[src/spq_pkg.sv]
// ----------------------------------------------------------------------------
// spq_pkg
// Shared types and codes for the sorted priority queue.
// ----------------------------------------------------------------------------
package spq_pkg;

    localparam int VAL_W   = 32;
    localparam int SUM_W   = 36;
    localparam int CNT_W   = 5;
    localparam int STAT_W  = 2;

    localparam logic CMD_INSERT = 1'b0;
    localparam logic CMD_REMOVE = 1'b1;

    typedef enum logic [STAT_W-1:0] {
        ST_DONE  = 2'd0,
        ST_FULL  = 2'd1,
        ST_EMPTY = 2'd2
    } t_status;

    typedef enum logic [2:0] {
        S_IDLE,
        S_INS,
        S_CMP,
        S_RD0,
        S_RD1,
        S_RD2,
        S_OUT
    } t_state;

    typedef struct packed {
        logic signed [VAL_W-1:0] popped_value;
        t_status                 status;
        logic [CNT_W-1:0]        entry_count;
        logic signed [SUM_W-1:0] sum_of_entries;
        logic signed [VAL_W-1:0] smallest_value;
        logic signed [VAL_W-1:0] largest_value;
    } t_result;

endpackage

[src/sorted_priority_queue_unit.sv]
// ----------------------------------------------------------------------------
// sorted_priority_queue_unit
// Bounded max-priority queue of signed 32-bit values with summary results.
// ----------------------------------------------------------------------------
// Each command item yields one result item. Entries sit in one single-port-
// read memory, sorted in descending order inside a circular window. An insert
// scans from the tail one entry per cycle, shifting smaller entries down. The
// memory gives one read per cycle; after an insert, or a remove that leaves
// entries, two reads refresh the cached largest and smallest entries. A
// dropped insert or a remove on an empty queue skips the refresh. A finished
// result waits in an output register, so the next item is accepted while it
// waits.
module sorted_priority_queue_unit
    import spq_pkg::*;
#(
    parameter int QUEUE_DEPTH = 16
) (
    input  logic                    i_clk,
    input  logic                    i_rst_n,
    input  logic                    i_valid,
    output logic                    o_ready,
    input  logic                    i_cmd,
    input  logic signed [VAL_W-1:0] i_value,
    output logic                    o_valid,
    input  logic                    i_ready,
    output logic signed [VAL_W-1:0] o_popped_value,
    output logic [STAT_W-1:0]       o_status,
    output logic [CNT_W-1:0]        o_entry_count,
    output logic signed [SUM_W-1:0] o_sum_of_entries,
    output logic signed [VAL_W-1:0] o_smallest_value,
    output logic signed [VAL_W-1:0] o_largest_value
);

    localparam int AW = (QUEUE_DEPTH > 1) ? $clog2(QUEUE_DEPTH) : 1;
    localparam int CW = $clog2(QUEUE_DEPTH + 1);

    logic                    we;
    logic [AW-1:0]           waddr;
    logic signed [VAL_W-1:0] wdata;
    logic                    re;
    logic [AW-1:0]           raddr;
    logic signed [VAL_W-1:0] rdata;

    logic    res_valid;
    logic    res_ready;
    t_result res;

    logic    r_valid;
    t_result r_res;

    spq_ram #(
        .DEPTH (QUEUE_DEPTH),
        .AW    (AW)
    ) u_ram (
        .i_clk   (i_clk),
        .i_we    (we),
        .i_waddr (waddr),
        .i_wdata (wdata),
        .i_re    (re),
        .i_raddr (raddr),
        .o_rdata (rdata)
    );

    spq_ctrl #(
        .DEPTH (QUEUE_DEPTH),
        .AW    (AW),
        .CW    (CW)
    ) u_ctrl (
        .i_clk       (i_clk),
        .i_rst_n     (i_rst_n),
        .i_valid     (i_valid),
        .o_ready     (o_ready),
        .i_cmd       (i_cmd),
        .i_value     (i_value),
        .o_res_valid (res_valid),
        .i_res_ready (res_ready),
        .o_res       (res),
        .o_we        (we),
        .o_waddr     (waddr),
        .o_wdata     (wdata),
        .o_re        (re),
        .o_raddr     (raddr),
        .i_rdata     (rdata)
    );

    // load the output register when it is empty or being drained
    assign res_ready = !r_valid || i_ready;

    always_ff @(posedge i_clk) begin
        if (!i_rst_n) begin
            r_valid <= 1'b0;
        end else if (res_ready) begin
            r_valid <= res_valid;
        end
    end

    always_ff @(posedge i_clk) begin
        if (res_ready && res_valid) begin
            r_res <= res;
        end
    end

    assign o_valid          = r_valid;
    assign o_popped_value   = r_res.popped_value;
    assign o_status         = r_res.status;
    assign o_entry_count    = r_res.entry_count;
    assign o_sum_of_entries = r_res.sum_of_entries;
    assign o_smallest_value = r_res.smallest_value;
    assign o_largest_value  = r_res.largest_value;

endmodule

[src/spq_ram.sv]
// ----------------------------------------------------------------------------
// spq_ram
// Entry store: one write port, one read port, registered read data.
// ----------------------------------------------------------------------------
module spq_ram
    import spq_pkg::*;
#(
    parameter int DEPTH = 16,
    parameter int AW    = 4
) (
    input  logic                    i_clk,
    input  logic                    i_we,
    input  logic [AW-1:0]           i_waddr,
    input  logic signed [VAL_W-1:0] i_wdata,
    input  logic                    i_re,
    input  logic [AW-1:0]           i_raddr,
    output logic signed [VAL_W-1:0] o_rdata
);

    logic signed [VAL_W-1:0] r_mem [DEPTH];
    logic signed [VAL_W-1:0] r_rdata;

    always_ff @(posedge i_clk) begin
        if (i_we) begin
            r_mem[i_waddr] <= i_wdata;
        end
    end

    always_ff @(posedge i_clk) begin
        if (i_re) begin
            r_rdata <= r_mem[i_raddr];
        end
    end

    assign o_rdata = r_rdata;

endmodule

[src/spq_ctrl.sv]
// ----------------------------------------------------------------------------
// spq_ctrl
// Command sequencer: ordered insert by tail scan, pop from the head of a
// circular window, and refresh of the cached largest and smallest entries.
// ----------------------------------------------------------------------------
module spq_ctrl
    import spq_pkg::*;
#(
    parameter int DEPTH = 16,
    parameter int AW    = 4,
    parameter int CW    = 5
) (
    input  logic                    i_clk,
    input  logic                    i_rst_n,
    input  logic                    i_valid,
    output logic                    o_ready,
    input  logic                    i_cmd,
    input  logic signed [VAL_W-1:0] i_value,
    output logic                    o_res_valid,
    input  logic                    i_res_ready,
    output t_result                 o_res,
    output logic                    o_we,
    output logic [AW-1:0]           o_waddr,
    output logic signed [VAL_W-1:0] o_wdata,
    output logic                    o_re,
    output logic [AW-1:0]           o_raddr,
    input  logic signed [VAL_W-1:0] i_rdata
);

    t_state                  r_state, n_state;
    logic [CW-1:0]           r_count;
    logic [AW-1:0]           r_head;
    logic [AW-1:0]           r_pos;
    logic signed [VAL_W-1:0] r_val;
    logic signed [SUM_W-1:0] r_sum;
    logic signed [VAL_W-1:0] r_largest;
    logic signed [VAL_W-1:0] r_smallest;
    logic signed [VAL_W-1:0] r_popped;
    t_status                 r_status;

    logic accept;
    logic full;
    logic empty;
    logic lt;

    // map a logical slot to its physical address in the circular window
    function automatic logic [AW-1:0] f_phys(input logic [AW-1:0] base,
                                             input logic [AW:0]   off);
        logic [AW+1:0] s;
        s = {2'b00, base} + {1'b0, off};
        if (s >= (AW+2)'(DEPTH)) begin
            s = s - (AW+2)'(DEPTH);
        end
        return s[AW-1:0];
    endfunction

    assign accept = i_valid && o_ready;
    assign full   = (r_count == CW'(DEPTH));
    assign empty  = (r_count == '0);
    assign lt     = (i_rdata < r_val);

    // next state
    always_comb begin
        n_state = r_state;
        case (r_state)
            S_IDLE: begin
                if (i_valid) begin
                    if (i_cmd == CMD_INSERT) begin
                        n_state = full ? S_OUT : S_INS;
                    end else begin
                        n_state = empty ? S_OUT : S_RD0;
                    end
                end
            end
            S_INS:   n_state = (r_pos == '0) ? S_RD0 : S_CMP;
            S_CMP: begin
                if (lt && (r_pos > AW'(1))) begin
                    n_state = S_CMP;
                end else if (lt) begin
                    n_state = S_INS;
                end else begin
                    n_state = S_RD0;
                end
            end
            S_RD0:   n_state = empty ? S_OUT : S_RD1;
            S_RD1:   n_state = S_RD2;
            S_RD2:   n_state = S_OUT;
            S_OUT:   n_state = i_res_ready ? S_IDLE : S_OUT;
            default: n_state = S_IDLE;
        endcase
    end

    // memory port control
    always_comb begin
        o_we    = 1'b0;
        o_waddr = f_phys(r_head, {1'b0, r_pos});
        o_wdata = r_val;
        o_re    = 1'b0;
        o_raddr = f_phys(r_head, '0);
        case (r_state)
            S_INS: begin
                if (r_pos == '0) begin
                    o_we = 1'b1;
                end else begin
                    o_re    = 1'b1;
                    o_raddr = f_phys(r_head, {1'b0, r_pos} - (AW+1)'(1));
                end
            end
            S_CMP: begin
                o_we = 1'b1;
                if (lt) begin
                    // shift the smaller entry one slot toward the tail
                    o_wdata = i_rdata;
                    if (r_pos > AW'(1)) begin
                        o_re    = 1'b1;
                        o_raddr = f_phys(r_head, {1'b0, r_pos} - (AW+1)'(2));
                    end
                end
            end
            S_RD0: begin
                o_re = !empty;
            end
            S_RD1: begin
                o_re    = 1'b1;
                o_raddr = f_phys(r_head, (AW+1)'(r_count) - (AW+1)'(1));
            end
            default: begin
                o_we = 1'b0;
            end
        endcase
    end

    assign o_ready     = (r_state == S_IDLE);
    assign o_res_valid = (r_state == S_OUT);

    always_comb begin
        o_res.popped_value = r_popped;
        o_res.status       = r_status;
        o_res.entry_count  = CNT_W'(r_count);
        if (empty) begin
            o_res.sum_of_entries = '0;
            o_res.smallest_value = '0;
            o_res.largest_value  = '0;
        end else begin
            o_res.sum_of_entries = r_sum;
            o_res.smallest_value = r_smallest;
            o_res.largest_value  = r_largest;
        end
    end

    always_ff @(posedge i_clk) begin
        if (!i_rst_n) begin
            r_state <= S_IDLE;
            r_count <= '0;
            r_head  <= '0;
            r_sum   <= '0;
        end else begin
            r_state <= n_state;
            case (r_state)
                S_IDLE: begin
                    if (accept) begin
                        r_status <= ST_DONE;
                        r_popped <= '0;
                        r_val    <= i_value;
                        r_pos    <= r_count[AW-1:0];
                        if (i_cmd == CMD_INSERT) begin
                            if (full) begin
                                r_status <= ST_FULL;
                            end else begin
                                r_count <= r_count + CW'(1);
                                r_sum   <= r_sum + SUM_W'(i_value);
                            end
                        end else begin
                            if (empty) begin
                                r_status <= ST_EMPTY;
                            end else begin
                                // the cached largest entry is the head
                                r_popped <= r_largest;
                                r_head   <= f_phys(r_head, (AW+1)'(1));
                                r_count  <= r_count - CW'(1);
                                r_sum    <= r_sum - SUM_W'(r_largest);
                            end
                        end
                    end
                end
                S_CMP: begin
                    if (lt) begin
                        r_pos <= r_pos - AW'(1);
                    end
                end
                S_RD1: r_largest  <= i_rdata;
                S_RD2: r_smallest <= i_rdata;
                default: begin
                    r_pos <= r_pos;
                end
            endcase
        end
    end

    a_count_bound: assert property (@(posedge i_clk) disable iff (!i_rst_n)
        r_count <= CW'(DEPTH))
        else $error("entry count above depth");

    a_head_bound: assert property (@(posedge i_clk) disable iff (!i_rst_n)
        {1'b0, r_head} < (AW+1)'(DEPTH))
        else $error("head pointer out of range");

    a_scan_pos: assert property (@(posedge i_clk) disable iff (!i_rst_n)
        r_state == S_CMP |-> r_pos != '0)
        else $error("scan reached slot zero in compare state");

    a_insert_count: assert property (@(posedge i_clk) disable iff (!i_rst_n)
        accept && i_cmd == CMD_INSERT && !full |=> r_count == $past(r_count) + CW'(1))
        else $error("insert did not raise count");

    a_pop_count: assert property (@(posedge i_clk) disable iff (!i_rst_n)
        accept && i_cmd == CMD_REMOVE && !empty |=> r_count == $past(r_count) - CW'(1))
        else $error("remove did not lower count");

endmodule
[config.mk]
export PLATFORM = sky130hd
export DESIGN_NAME = sorted_priority_queue_unit
export DESIGN_NICKNAME = d
export VERILOG_FILES = /design/src/spq_pkg.sv /design/src/sorted_priority_queue_unit.sv /design/src/spq_ram.sv /design/src/spq_ctrl.sv
export SDC_FILE = /design/constraint.sdc
export NUM_CORES = 1
export LEC_CHECK = 0
export BUFFER_PORTS_ARGS = -buffer_cell sky130_fd_sc_hd__buf_2
export CAP_MARGIN = 20
export CORE_ASPECT_RATIO = 0.6
export CORE_UTILIZATION = 40
export CTS_BUF_LIST = sky130_fd_sc_hd__clkbuf_4
export DETAILED_ROUTE_END_ITERATION = 8
export GPL_ROUTABILITY_DRIVEN = 0
export PLACE_DENSITY = 0.53
export SYNTH_ARGS = -nofsm -noshare
export SYNTH_HDL_FRONTEND = slang
export SYNTH_SLANG_ARGS = --single-unit
[constraint.sdc]
create_clock -name i_clk -period 20.9 [get_ports i_clk]
set_clock_uncertainty 0.1 [all_clocks]
set_input_delay 2.09 -clock i_clk [delete_from_list [all_inputs] [get_ports i_clk]]
set_output_delay 2.09 -clock i_clk [all_outputs]
set_load 0.05 [all_outputs]
==> results.txt, run 1 <==
launch instance of the worst register-to-register path: u_ram.o_rdata[2]
worst endpoint data arrival time: 7790 ps
CP required: 21,790 ps
area of the core: 0.0905 mm^2
Pre-Repair DR Iteration Count: 5
synth top area cells: edfxtp_1, nand2_1, mux2i_1
unrepaired setup endpoints after global routing: no
number of buffers inserted to repair setup after CTS: 0
vias per cell: 5.27
proportion of register bits with asynchronous set or reset after synthesis: 0%
Port Buf Inserts: 177
die height: 237 um
capture point of the worst reg-to-reg path: u_ram.o_rdata[14]
number of placement rows: 85
setup slack after layout: 14,000 ps
met2 demand-to-capacity share in global routing: 29.7%
combinational fraction of design power: 37.4%
hold path depth: 0
post-synthesis mux area share: 4.07%
fin crit share: 33.0%
fraction of final layout cells sized beyond drive strength 1: 19.1%
CTS buffer count: 198
critical path type: in2reg
Setup TNS Final: 0 ps
worst-case clock buffer depth: 3
Tightest Pin Transition: 1060 ps
Filler cells: 8,122
largest family of logic cells by synthesized area: simple AND/OR/NAND/NOR gates
Internal Power: 3.83 mW
Mapped Area: 0.0369 mm^2
max-cap violation count: 0
startpoint type of the worst setup path: input port
total of endpoints with negative setup slack in the final report: 0
Worst setup startpoint: i_value[5]
number of flip-flops in the largest register: 512
GRT Max-Usage Layer: met1
most frequent cell after synthesis: edfxtp_1
endpoint kind of the worst setup timing path: register
half-perimeter wire length after placement: 58,500 um
peak ir drop on the vdd network: 122 uV
CTS H-tree depth: 4
share of the synthesized area in compound gates (AO/OA/AOI/OAI): 6.56%
initial antenna violation count: 6
post-placement worst setup slack: 13,190 ps
Die X: 394 um
routed wire length per instance: 22.5 um
Leak: 15.7 nW
Hold Fails Final Rpt: 0
CTS tree: built
Post-synth EDFFs: 817
count of clock tree sinks: 866
number of DRC violations after detailed-routing iteration 0: 2,121
Achievable Freq: 0.145 GHz
net count after synthesis: 2,898
min Tclk post-route: 6900 ps
Synth Register Bits: 866
Largest Register: u_ram.r_mem
fraction of met3 tracks used by global routing: 4.37%
crit path capture: u_ctrl.r_sum[34]
number of top-level pins: 178
simple logic cell fraction of the synthesized area: 13.1%
worst reg-to-reg path cell count: 14
Gates resized, CTS repair: 0
aggregate global routing overflow: 0
via count of the first global-routing pass: 22,276
xor/xnor cell area share of the yosys netlist: 1.78%
leading area contributor after synthesis: edfxtp_1
max-slew violation count: 0
Net Sw Frac: 38.5%
HP Class: reg2reg
share of power burned in registers: 39.6%
Clk network pwr share: 23.1%
Gate Count Post-Synth: 2,769
Power Dens Cells: 148 mW/mm^2
number of remaining DRC errors: 0
wire length of the first global-routing pass: 145,000 um
die area: 0.0935 mm^2
routed wire length: 99,500 um
Post-DRT Antenna Nets: 0
most frequent cells after synthesis: edfxtp_1, nand2_1, and2_1, o21ai_0
total routing usage reported by global routing: 21.1%
number of nets in the finished design: 3,175
mean post-synth cell area: 13.3 um^2
relative max-transition margin: 28.4%
largest net degree at the start of global routing: 145
Warnings, synthesis: 0
maximum net fanout on the critical path: 6
number of hold-repair buffers added at the cts stage: 0
effective utilization at floorplan: 40.7%
main flop type after synthesis: edfxtp_1
met1 demand-to-capacity share in global routing: 32.2%
area fraction of the dominant cell type after synthesis: 66.5%
number of library cell types mapped by synthesis: 77
Syn-to-layout area delta: 13.9%
power dissipated by switching net loads: 2.40 mW
adder and majority gate portion of the synthesized area: 3.22%
routed vias: 23,334
share of synthesized area occupied by flip-flops and latches: 69.2%
source-to-sink clock delay at the later pin of the worst-skew pair: 1130 ps
result of the run: completed
root cell of the clock tree: clkbuf_4
register-to-register setup slack: 14,260 ps
register clock-pin slew on the reported worst setup and hold paths: 80 ps
==> power by group through the flow <==
stage / clock network (mW) / registers, mW / logic [mW]
floorplan: 0 / 2.49 / 1.59
global placement: 0 / 2.50 / 2.25
detailed placement: 0 / 2.50 / 2.30
CTS: 1.48 / 2.47 / 2.31
global route: 1.57 / 2.48 / 2.56
finish: 1.44 / 2.46 / 2.33
==> critical path, cell delays in order <==
cell	delay, ps
buf_2	110
or3_1	490
or4_1	640
nand2b_1	310
nor3_1	210
xor2_1	90
nor2_1	90
a21oi_1	60
ha_1	380
inv_1	100
nor4_1	710
o21ai_0	390
a211oi_1	790
o311ai_0	410
a21oi_1	320
a21o_1	150
nand2_1	60
and4b_1	190
o21a_1	180
==> cell usage in the layout, fill, tap and decap left out, types with 8 or more instances in the layout <==
master       n
a21oi_1     84
o221ai_1    31
inv_1       55
mux2i_1    114
buf_4       37
a31oi_1      9
nand2_1    517
nor2_4      17
bufinv_16    8
clkbuf_4   298
clkinv_1    43
nor2_1      69
buf_2      176
and3_1      38
xnor2_1     32
or3_1        9
xor2_1      43
a21o_1      29
ha_1        87
nand3b_1    36
nand3_1    113
and2_1     134
nand2b_1    18
mux2_2      32
edfxtp_1   817
dfxtp_1     49
a32oi_1     32
nor3_1      23
a21boi_0    10
o21ai_0    117
==> through the flow <==
| stage | area, um^2 | std cells | power [mW] | utilization, % | hold WS, ps |
|---|---|---|---|---|---|
| floorplan | 36900 | 2769 | 4.08 | - | 300 |
| global placement | 39200 | 4061 | 4.75 | 43.3 | 301 |
| detailed placement | 39200 | 4061 | 4.80 | 43.3 | 305 |
| CTS | 41900 | 4421 | 6.25 | 46.3 | 279 |
| global route | 42000 | 4428 | 6.61 | 46.4 | 315 |
| finish | 42000 | 4431 | 6.23 | 46.4 | 297 |
==> layer usage <==
| layer | vias up | part of all wire (%) | wire length, um |
|---|---|---|---|
| met5 | - | 0 | 0 |
| met4 | 0 | 1.9 | 1860 |
| met3 | 125 | 6.9 | 6830 |
| met2 | 834 | 42 | 42200 |
| met1 | 11518 | 49 | 48600 |
| li1 | 10857 | - | - |
==> how the worst min path moves through the flow <==
stage | endpoint | slack, ps | startpoint
2_1_floorplan | o_popped_value[0] | 300 | u_ctrl.r_popped[0]
3_3_place_gp | o_popped_value[23] | 300 | u_ctrl.r_popped[23]
3_5_place_dp | o_popped_value[18] | 300 | u_ctrl.r_popped[18]
4_1_cts | o_popped_value[4] | 280 | u_ctrl.r_popped[4]
5_1_grt | o_popped_value[4] | 320 | u_ctrl.r_popped[4]
6_report | o_popped_value[4] | 300 | u_ctrl.r_popped[4]
==> cell families (layout without fill, tap and decap cells) <==
kind of cell / Yosys count / count (layout)
mux: 146 / 146
xor+xnor: 75 / 75
simple gates: 1024 / 1024
other cells: 0 / 7
buf+inv: 195 / 632
compound gates: 371 / 371
fa+ha+maj: 92 / 92
flops: 866 / 866
==> area by class of cell <==
type,instances,area (um^2),share of cell area [%]
Sequential cell,866,25500,60.7
Multi-Input combinational cell,1708,10800,25.7
Clock buffer,298,2240,5.33
Tap cell,1218,1520,3.63
Timing Repair Buffer,216,1230,2.92
Clock inverter,62,480,1.14
Inverter,56,210,0.500
Antenna cell,7,17.5,0.0417
No activity file was read; power rests on OpenSTA's default activity.
==> inputs of run 2 (changes only) <==
- ABC_AREA: default -> 1
- PLACE_DENSITY: 0.53 -> 0.55
- clock period: 20.9 -> 5.55 ns (I/O delays scaled with it)
==> results.txt, run 2 <==
result of the run: completed
Synth Register Bits: 866
number of remaining DRC errors: 0
source-to-sink clock delay at the later pin of the worst-skew pair: 1090 ps
fin crit share: 83.6%
root cell of the clock tree: clkbuf_4
worst endpoint data arrival time: 5450 ps
max-slew violation count: 0
number of top-level pins: 178
Port Buf Inserts: 177
CTS buffer count: 192
min Tclk post-route: 4640 ps
number of buffers inserted to repair setup after CTS: 0
aggregate global routing overflow: 0
commonest cells after routing, fill and taps aside: nand2_1, edfxtp_1, nand3_1
Filler cells: 9,110
routed wire length per instance: 20.2 um
share of synthesized area occupied by flip-flops and latches: 65.1%
number of nets in the finished design: 4,180
max-cap violation count: 0
Warnings, synthesis: 0
Post-synth EDFFs: 817
number of library cell types mapped by synthesis: 56
Tightest Pin Transition: 980 ps
routed wire length: 111,000 um
CTS H-tree depth: 4
die height: 244 um
post-placement worst setup slack: 553 ps
register-to-register setup slack: 1070 ps
mean post-synth cell area: 10.5 um^2
Setup TNS Final: 0 ps
worst-case clock buffer depth: 3
Hold Fails Final Rpt: 0
Achievable Freq: 0.216 GHz
maximum net fanout on the critical path: 6
endpoint kind of the worst setup timing path: register
number of DRC violations after detailed-routing iteration 0: 2,956
unrepaired setup endpoints after global routing: no
startpoint type of the worst setup path: input port
Hold Worst Slack: 161 ps
setup slack after layout: 912 ps
commonest non-fill, non-tap cell in the layout: nand2_1
utilization after layout: 46.3%
most frequent cells after synthesis: nand2_1, edfxtp_1, nand3_1, inv_1
total of endpoints with negative setup slack in the final report: 0
Mapped Area: 0.0392 mm^2
effective utilization at floorplan: 40.6%
vias per cell: 5.05
most frequent cell after synthesis: nand2_1
half-perimeter wire length after placement: 67,900 um
area of the core: 0.0966 mm^2
routed vias: 27,768
fraction of final layout cells sized beyond drive strength 1: 15.4%
peak ir drop on the vdd network: 693 uV
critical path type: in2reg
count of clock tree sinks: 866
Gate Count Post-Synth: 3,722
Total Power: 26.2 mW
net count after synthesis: 3,851
Power Dens Cells: 584 mW/mm^2
HP Class: in2reg
die area: 0.0992 mm^2
via count of the first global-routing pass: 25,997
Pre-Repair DR Iteration Count: 6
Leak: 19.1 nW
synth top area cells: edfxtp_1, nand2_1, nand3_1
proportion of register bits with asynchronous set or reset after synthesis: 0%
number of flip-flops in the largest register: 512
leading area contributor after synthesis: edfxtp_1
area fraction of the dominant cell type after synthesis: 62.6%
wire length of the first global-routing pass: 165,000 um
largest net degree at the start of global routing: 146
Die X: 406 um
main flop type after synthesis: edfxtp_1
CP required: 6360 ps
Post-DRT Antenna Nets: 0
CTS tree: built
register clock-pin slew on the reported worst setup and hold paths: 70 ps
number of placement rows: 88
total routing usage reported by global routing: 22.4%
initial antenna violation count: 4
relative max-transition margin: 34.5%
Syn-to-layout area delta: 14.3%
Largest Register: u_ram.r_mem
==> run 2: power by group <==
group          internal, mW  total (mW)  switching (mW)
clock network          2.42        5.01            2.60
registers              8.69        9.22           0.527
logic                  3.37        11.9            8.56
total                  14.5        26.2            11.7
==> run 2: kinds of logic (layout without fill, tap and decap cells) <==
| kind of cell | Yosys count | count (layout) | synth area share [%] |
|---|---|---|---|
| buffers and inverters | 739 | 1212 | 7.63 |
| AO/OA/AOI/OAI | 307 | 307 | 4.50 |
| adder cells (fa/ha/maj) | 92 | 92 | 3.04 |
| flip-flops | 866 | 866 | 65.1 |
| multiplexers | 2 | 2 | 0.0511 |
| AND/OR/NAND/NOR | 1668 | 1668 | 18.6 |
| XOR/XNOR | 48 | 48 | 1.07 |
| other | 0 | 4 | 0 |
==> run 2: layout make-up <==
class / count / area [um^2] / share of cell area (%)
Sequential cell: 866 / 25500 / 57.0
Multi-Input combinational cell: 2117 / 10900 / 24.3
Timing Repair Buffer: 307 / 2170 / 4.86
Clock buffer: 288 / 2160 / 4.83
Inverter: 567 / 2130 / 4.76
Tap cell: 1305 / 1630 / 3.65
Clock inverter: 50 / 251 / 0.562
Antenna cell: 4 / 10.0 / 0.0224
==> run 2: per-stage QoR <==
step,instances,cell area [um^2]
after floorplan,3722,39200
after global placement,5124,41900
after detailed placement,5125,41900
after CTS,5498,44700
after global routing,5504,44800
final,5504,44800
==> run 2: critical path, stage by stage <==
cell and delay [ps]:
dlygate4sd3_1 540, buf_2 140, inv_2 110, ha_1 210, nand3_2 120, nor2_2 100, nand2_2 80, or4_1 520
nor2_1 280, nand3_1 190, nor4_1 350, xnor2_1 190, o21ai_1 80, ha_1 380, nand2_1 100, nor2_1 160
nand2_1 160, nor4_1 250, o21ai_0 170, nand3_1 210, a31oi_1 130, a21oi_1 190, and2_0 160, nor2_1 50
==> run 2: final timing paths <==
check                                         start            endpoint  depth (start not counted)
worst min-delay path                     i_value[1]     u_ctrl.r_val[1]                          2
worst max register to register    u_ram.o_rdata[15]   u_ram.o_rdata[14]                         19
worst min register to register  u_ctrl.r_popped[11]  o_popped_value[11]                          0
worst max-delay path                     i_value[0]    u_ctrl.r_sum[35]                         24
==> run 2: routing by layer <==
layer  wire length [um]  up-vias  GRT usage [%]
met1              55100    13241           35.5
met4               1800        0           5.85
met2              45000     1080           30.0
met5                  0        -              0
met3               9440      144           5.37
li1                   -    13303              -
==> run 2: what timing repair did <==
action,in CTS,in global routing
hold buffers,35,0
resized for setup,0,0
hold endpoints to repair,86,0
